===== src/design/wafold_pkg.sv =====
// Shared types and constants for the analysis window fold block.
// Used by wafold_mac and wola_analysis_window_fold_core; depends on nothing.
package wafold_pkg;

   localparam int TAP_BITS   = 24;
   localparam int INDEX_BITS = 13;
   localparam int BIN_BITS   = 10;
   localparam int FOLD_BITS  = 27;
   localparam int FRAC_BITS  = 23;
   // Only the low bits of the exact sum reach the rounded output, so the
   // accumulator wraps at this width without changing the result.
   localparam int ACC_BITS   = FRAC_BITS + FOLD_BITS;

   localparam logic [1:0] OP_LOAD_TAP = 2'd0;
   localparam logic [1:0] OP_PUSH     = 2'd1;
   localparam logic [1:0] OP_FOLD     = 2'd2;

   typedef enum logic [2:0] {
      ST_CLEAR,
      ST_IDLE,
      ST_FOLD,
      ST_WAIT,
      ST_OUT
   } fsm_state_type;

   typedef struct packed {
      logic valid;
      logic first;
      logic last;
   } mac_ctl_type;

endpackage


===== src/design/wafold_mac.sv =====
// Multiply-accumulate pipeline for one folded bin: registered product, then
// a wrapping accumulator preset with the rounding offset. Depends on wafold_pkg.
module wafold_mac
   import wafold_pkg::*;
#(
   parameter int SAMPLE_BITS = 24
) (
   input  logic                         clock,
   input  logic                         reset,
   input  mac_ctl_type                  ctl,
   input  logic signed [TAP_BITS-1:0]   tap,
   input  logic signed [SAMPLE_BITS-1:0] sample,
   output logic                         done,
   output logic        [FOLD_BITS-1:0]  fold_value
);

   localparam int PROD_BITS = TAP_BITS + SAMPLE_BITS;
   localparam logic [ACC_BITS-1:0] ROUND = ACC_BITS'(1) << (FRAC_BITS - 1);

   logic signed [PROD_BITS-1:0] prod_ff, prod_in;
   mac_ctl_type                 ctl_ff;
   logic        [ACC_BITS-1:0]  acc_ff, acc_in;
   logic                        done_ff;

   assign prod_in = tap * sample;

   always_comb begin
      acc_in = acc_ff;
      if (ctl_ff.valid) begin
         if (ctl_ff.first) begin
            acc_in = ACC_BITS'(prod_ff) + ROUND;
         end else begin
            acc_in = acc_ff + ACC_BITS'(prod_ff);
         end
      end
   end

   always_ff @(posedge clock) begin
      prod_ff <= prod_in;
      acc_ff  <= acc_in;
      if (reset) begin
         ctl_ff  <= '0;
         done_ff <= 1'b0;
      end else begin
         ctl_ff  <= ctl;
         done_ff <= ctl_ff.valid && ctl_ff.last;
      end
   end

   assign done       = done_ff;
   assign fold_value = acc_ff[ACC_BITS-1:FRAC_BITS];

endmodule


===== config.mk =====
export PLATFORM = sky130hd
export DESIGN_NAME = wafold_mac
export DESIGN_NICKNAME = d
export VERILOG_FILES = /design/src/design/wafold_pkg.sv /design/src/design/wafold_mac.sv
export SDC_FILE = /design/constraint.sdc
export NUM_CORES = 2
export LEC_CHECK = 0
export ABC_AREA = 1
export BUFFER_PORTS_ARGS = -buffer_cell sky130_fd_sc_hd__buf_4
export CORE_MARGIN = 2
export CORE_UTILIZATION = 60
export DETAILED_ROUTE_END_ITERATION = 7
export PLACE_DENSITY_LB_ADDON = 0.08
export SETUP_SLACK_MARGIN = 0.4
export SYNTH_ARGS = -nofsm -noshare
export SYNTH_HDL_FRONTEND = slang
export SYNTH_SLANG_ARGS = --single-unit

===== constraint.sdc =====
create_clock -name clock -period 6.3 [get_ports clock]
set_input_delay 0.315 -clock clock [delete_from_list [all_inputs] [get_ports clock]]
set_output_delay 0.315 -clock clock [all_outputs]
set_load 0.05 [all_outputs]

## Yosys cells after proc, flatten, opt, wreduce, memory -nomap -nowiden

Index checks and enable logic that the tools add are counted.

- Bits in registers: 102
- Latch bits: 0
- Bits in writable memories: 0
- Memory bits (read-only): 0
- Bits of input ports: 53
- Output and inout port bits: 28
- Word-level logic and storage cells: 11
- Memories: 0

- Add/subtract/negate cells: 2
- Multipliers: 1
- Div/mod/pow operators: 0
- Order comparisons: 0
- Equal/unequal tests: 0
- Shift operators: 0
- Mux-type cells: 1
- Bitwise operators: 0
- Reduce and logical (&&, ||, !) cells: 1

Operators with widths:

| kind | number |
|---|---|
| 50-bit adder | 1 |
| 50-bit 2-to-1 mux | 1 |
| 48-bit by 24-bit adder with 49-bit output, second input constant | 1 |
| 24-bit by 24-bit multiplier with 48-bit output | 1 |
| 1-bit logical AND | 1 |

## Longest topological paths before layout

- Word-level depth: 2
- Depth in mapped cells: 29

## Worst setup path after synthesis

OpenSTA, ideal clock, no wires.

- Path type: input-to-reg
- Start point: input tap[23]
- End point: register prod_ff[47]
- Setup time: 0.112 ns
- Arrival time: 5.995 ns
- Required time: 6.188 ns
- Slack: 0.192 ns
- Stages: 26
- Buffers on the path: 1
- Path through: clkbuf_1 -> nand2_1 -> inv_1 -> fa_1 -> inv_1 -> fa_1 -> fa_1 -> inv_1 -> fa_1 -> fa_1 -> inv_1 -> fa_1 -> fa_1 -> inv_1 -> ha_1 -> nand2_1 -> nor2_1 -> inv_1 -> nor2_1 -> nand2_1 -> inv_1 -> nand3_1 -> nand3_1 -> inv_1 -> nand2_1 -> nand2_1

- Cells in the longest elaborated chain, start to end: 1

Ends and longest elaborated chain:

| element | line | RTL |
|---|---|---|
| start, declared | wafold_mac.sv:11 | `input logic signed [TAP_BITS-1:0] tap,` |
| 24-bit by 24-bit multiplier with 48-bit output | wafold_mac.sv:25 | `assign prod_in = tap * sample;` |
| via prod_in[47] | wafold_mac.sv:20 | `logic signed [PROD_BITS-1:0] prod_ff, prod_in;` |
| end signal, assigned | wafold_mac.sv:39 | `prod_ff <= prod_in;` |
| end, declared | wafold_mac.sv:20 |  |

The timed path passes the listed nets, and every way through them passes these cells.
A chain may end at the register's enable or synchronous reset.

## Worst setup path after layout

- Start point: input sample[1]
- End point: register prod_ff[44]

- Cells in the longest elaborated chain, start to end: 1

Ends and longest elaborated chain:

| element | line | RTL |
|---|---|---|
| start, declared | wafold_mac.sv:12 | `input logic signed [SAMPLE_BITS-1:0] sample,` |
| 24-bit by 24-bit multiplier with 48-bit output | wafold_mac.sv:25 |  |
| via prod_in[44] | wafold_mac.sv:20 |  |

The timed path passes the listed nets, and every way through them passes these cells.

==> reports/qor.yml <==
worst_setup_path:
  worstPathRequired_ps: 6570
  r2r_setup_slack_ps: 3610
  worst-setup-path-type: "input port to register"
  rr_worst_depth: 10
  cp-start-kind: "input port"
  timing.rr.end: "acc_ff[33]"
  critPathCaptureType: "register"
  crit_fanout: 6
  rr_startpoint: "acc_ff[31]"
  worstPathArrival_ps: 6050
route:
  detail_route.wl_per_cell_um: 17.4
  wl_um: 87500
  first_iter_violations: 1626
  drc: 0
  vias: 25900
  via_per_inst: 5.16
  first_pass_iters: 6
  ant_nets: 0
finish:
  multi_input_area_um2: 23900
  regArea_um2: 2540
  fill_cells: 4572
  instances_no_fill: 5027
  fin_util: 0.672
  antenna_cells: 0
  area_growth_pct: 11.3
  drive_gt1_frac: 0.125
  fin_nets: 5187
synth:
  yosysUniqueCellTypes: 43
  synth_edf_count: 50
  synthesis.nets: 5049
  ys_seq_area_frac: 0.0825
  ys_ff_latch: 102
  syn_area_per_cell_um2: 7.33
  synthCells: 4204
  ys.warnings.count: 0
  mappedNetlistArea_um2: 30800
  synthArstFlopShare: 0
  synth_ff_type: "dfxtp_1"
floorplan:
  initial_core_util: 0.604
  core_um2: 51000
  die_width_um: 231
  die_h_um: 231
  io_pins: 81
  row_count: 83
  fp.dieArea_um2: 53200
place:
  place_hpwl_um: 75700
  place_inst: 5001
  place.gp.congestion: 0.976
  portBuffers: 80
sta:
  min_period_over_period: 0.918
  setup_tns_ps: 0
  skew_ps: 23.4
  fmax_mhz: 173
  timing.hold.ws_ps: 112
  slew_headroom: 0.502
  setup_viol: 0
  worst_slew_pin_slew_ps: 747
  hold_violations: 0
  rsz0062_at_grt: "true"
  period_minus_slack_ps: 5780
  slew_violations: 0
cts:
  cts_tree: "built"
  cts_buffers: 9
  clock-root-buffer: "clkbuf_16"
  clk_pin_slew_ps: 80
  cts_buffer_depth: 2
  clk_latency_ps: 380
  cts-hold-fix-buffers: 0
  cts-htree-levels: 3
  clkSinkCount: 102
global_route:
  grt_use_total: 0.344
  grt_pass1_wl_um: 142000
  grt_max_degree: 52
  antenna_found_initial: 0
  grt_overflow: 0
  grt_pass1_vias: 27500
run:
  maxCapViolCount: 0
hold_path:
  min_from: "reset"
  min_path_cells: 2
  whs_endpoint: "ctl_ff[2]"
  hp-class: "input port to register"
run_status:
  status: "complete, no violations"
how the worst max path moves through the flow:
stage | from | end | slack, ps
2_1_floorplan | tap[23] | prod_ff[47] | 430
3_3_place_gp | tap[23] | prod_ff[30] | -120
3_5_place_dp | tap[23] | prod_ff[30] | -180
4_1_cts | sample[1] | prod_ff[46] | 390
5_1_grt | sample[1] | prod_ff[41] | 330
6_report | sample[1] | prod_ff[44] | 520
area by class of cell:
| cell class | instances | share of cell area |
|---|---|---|
| clock buffer | 12 | 0.00722 |
| multi-input combinational | 2762 | 0.698 |
| timing repair buffer | 260 | 0.0621 |
| inverter | 1207 | 0.132 |
| sequential | 102 | 0.0742 |
| clock inverter | 4 | 0.00157 |
| tap | 680 | 0.0248 |
sequential cells by signal, indices dropped and copies added (netlist names):
name	cells
done	1
prod_ff	48
ctl_ff	3
acc_ff	50
cells in the mapped netlist (8+ instances only):
cell type | number | share of area
buf_4 | 27 | 0.0066
clkbuf_1 | 102 | 0.012
fa_1 | 608 | 0.40
nor2_2 | 22 | 0.0045
ha_1 | 184 | 0.075
edfxtp_1 | 50 | 0.049
nor2_4 | 8 | 0.0029
nand3_1 | 133 | 0.022
xnor2_1 | 23 | 0.0065
o21ai_0 | 49 | 0.0080
o21ai_1 | 10 | 0.0016
nand4_1 | 32 | 0.0065
or2_2 | 23 | 0.0047
nor3_1 | 17 | 0.0028
dfxtp_1 | 52 | 0.034
inv_1 | 1200 | 0.15
nand2_1 | 1233 | 0.15
xor2_1 | 35 | 0.0099
o21bai_1 | 17 | 0.0041
a21oi_1 | 103 | 0.017
nor2_1 | 194 | 0.024
nand2_2 | 21 | 0.0043
cell families (layout without fill, tap and decap cells):
| logic type | count (synthesis) | count (layout) | share of synthesized area |
|---|---|---|---|
| compound gates | 199 | 199 | 0.0356 |
| flops | 102 | 102 | 0.0825 |
| fa+ha+maj | 792 | 792 | 0.470 |
| simple gates | 1713 | 1713 | 0.229 |
| xor+xnor | 58 | 58 | 0.0165 |
| buf+inv | 1340 | 1483 | 0.167 |
worst max-delay path, stage by stage:
cell and delay, ps:
buf_4 150, nand2_1 70, inv_1 70, fa_2 580
inv_2 70, fa_2 500, buf_12 160, buf_6 110
fa_2 610, inv_2 60, buf_6 130, fa_1 490
fa_1 450, fa_1 540, fa_1 540, ha_4 320
nand2_2 100, nor2_2 150, nand2_1 140, nor2_2 170
nand3_2 130, nand4_1 130, nand2_1 70
through the flow:
stage	setup WS, ps	area (um^2)
after global routing	329	34300
after detailed placement	-184	33000
final	516	34300
after CTS	388	33400
after floorplan	431	30800
after global placement	-123	33000
metal layers:
layer / vias to the layer above / wire [um] / global-route usage
li1: 12300 / - / -
met1: 12600 / 35400 / 0.440
met2: 872 / 43400 / 0.611
met3: 196 / 5230 / 0.0320
met4: 0 / 3530 / 0.124
met5: - / 0 / 0
repair_timing:
action,4_1_cts,5_1_grt
setup buffers,1,9
cloned,0,0
pin swaps,2,81
gates resized for setup,10,214
setup endpoints to repair,7,28
layout by cell type, fill, tap and decap left out, types with 24 or more instances in the layout:
cell      Yosys  routed
inv_1      1200    1182
edfxtp_1     50      50
a21oi_1     103      81
o21ai_1      10      24
o21ai_0      49      32
nand2_1    1233    1212
inv_2         6      24
nand4_1      32      32
buf_4        27     232
dfxtp_1      52      50
xor2_1       35      32
nor2_2       22      53
fa_1        608     590
ha_4          0      26
nand2_2      21      40
nand3_1     133     128
nor2_1      194     155
ha_1        184     156
Power is not shown: default switching activity piles up to over one toggle a cycle in this logic, so the estimate is an artifact.
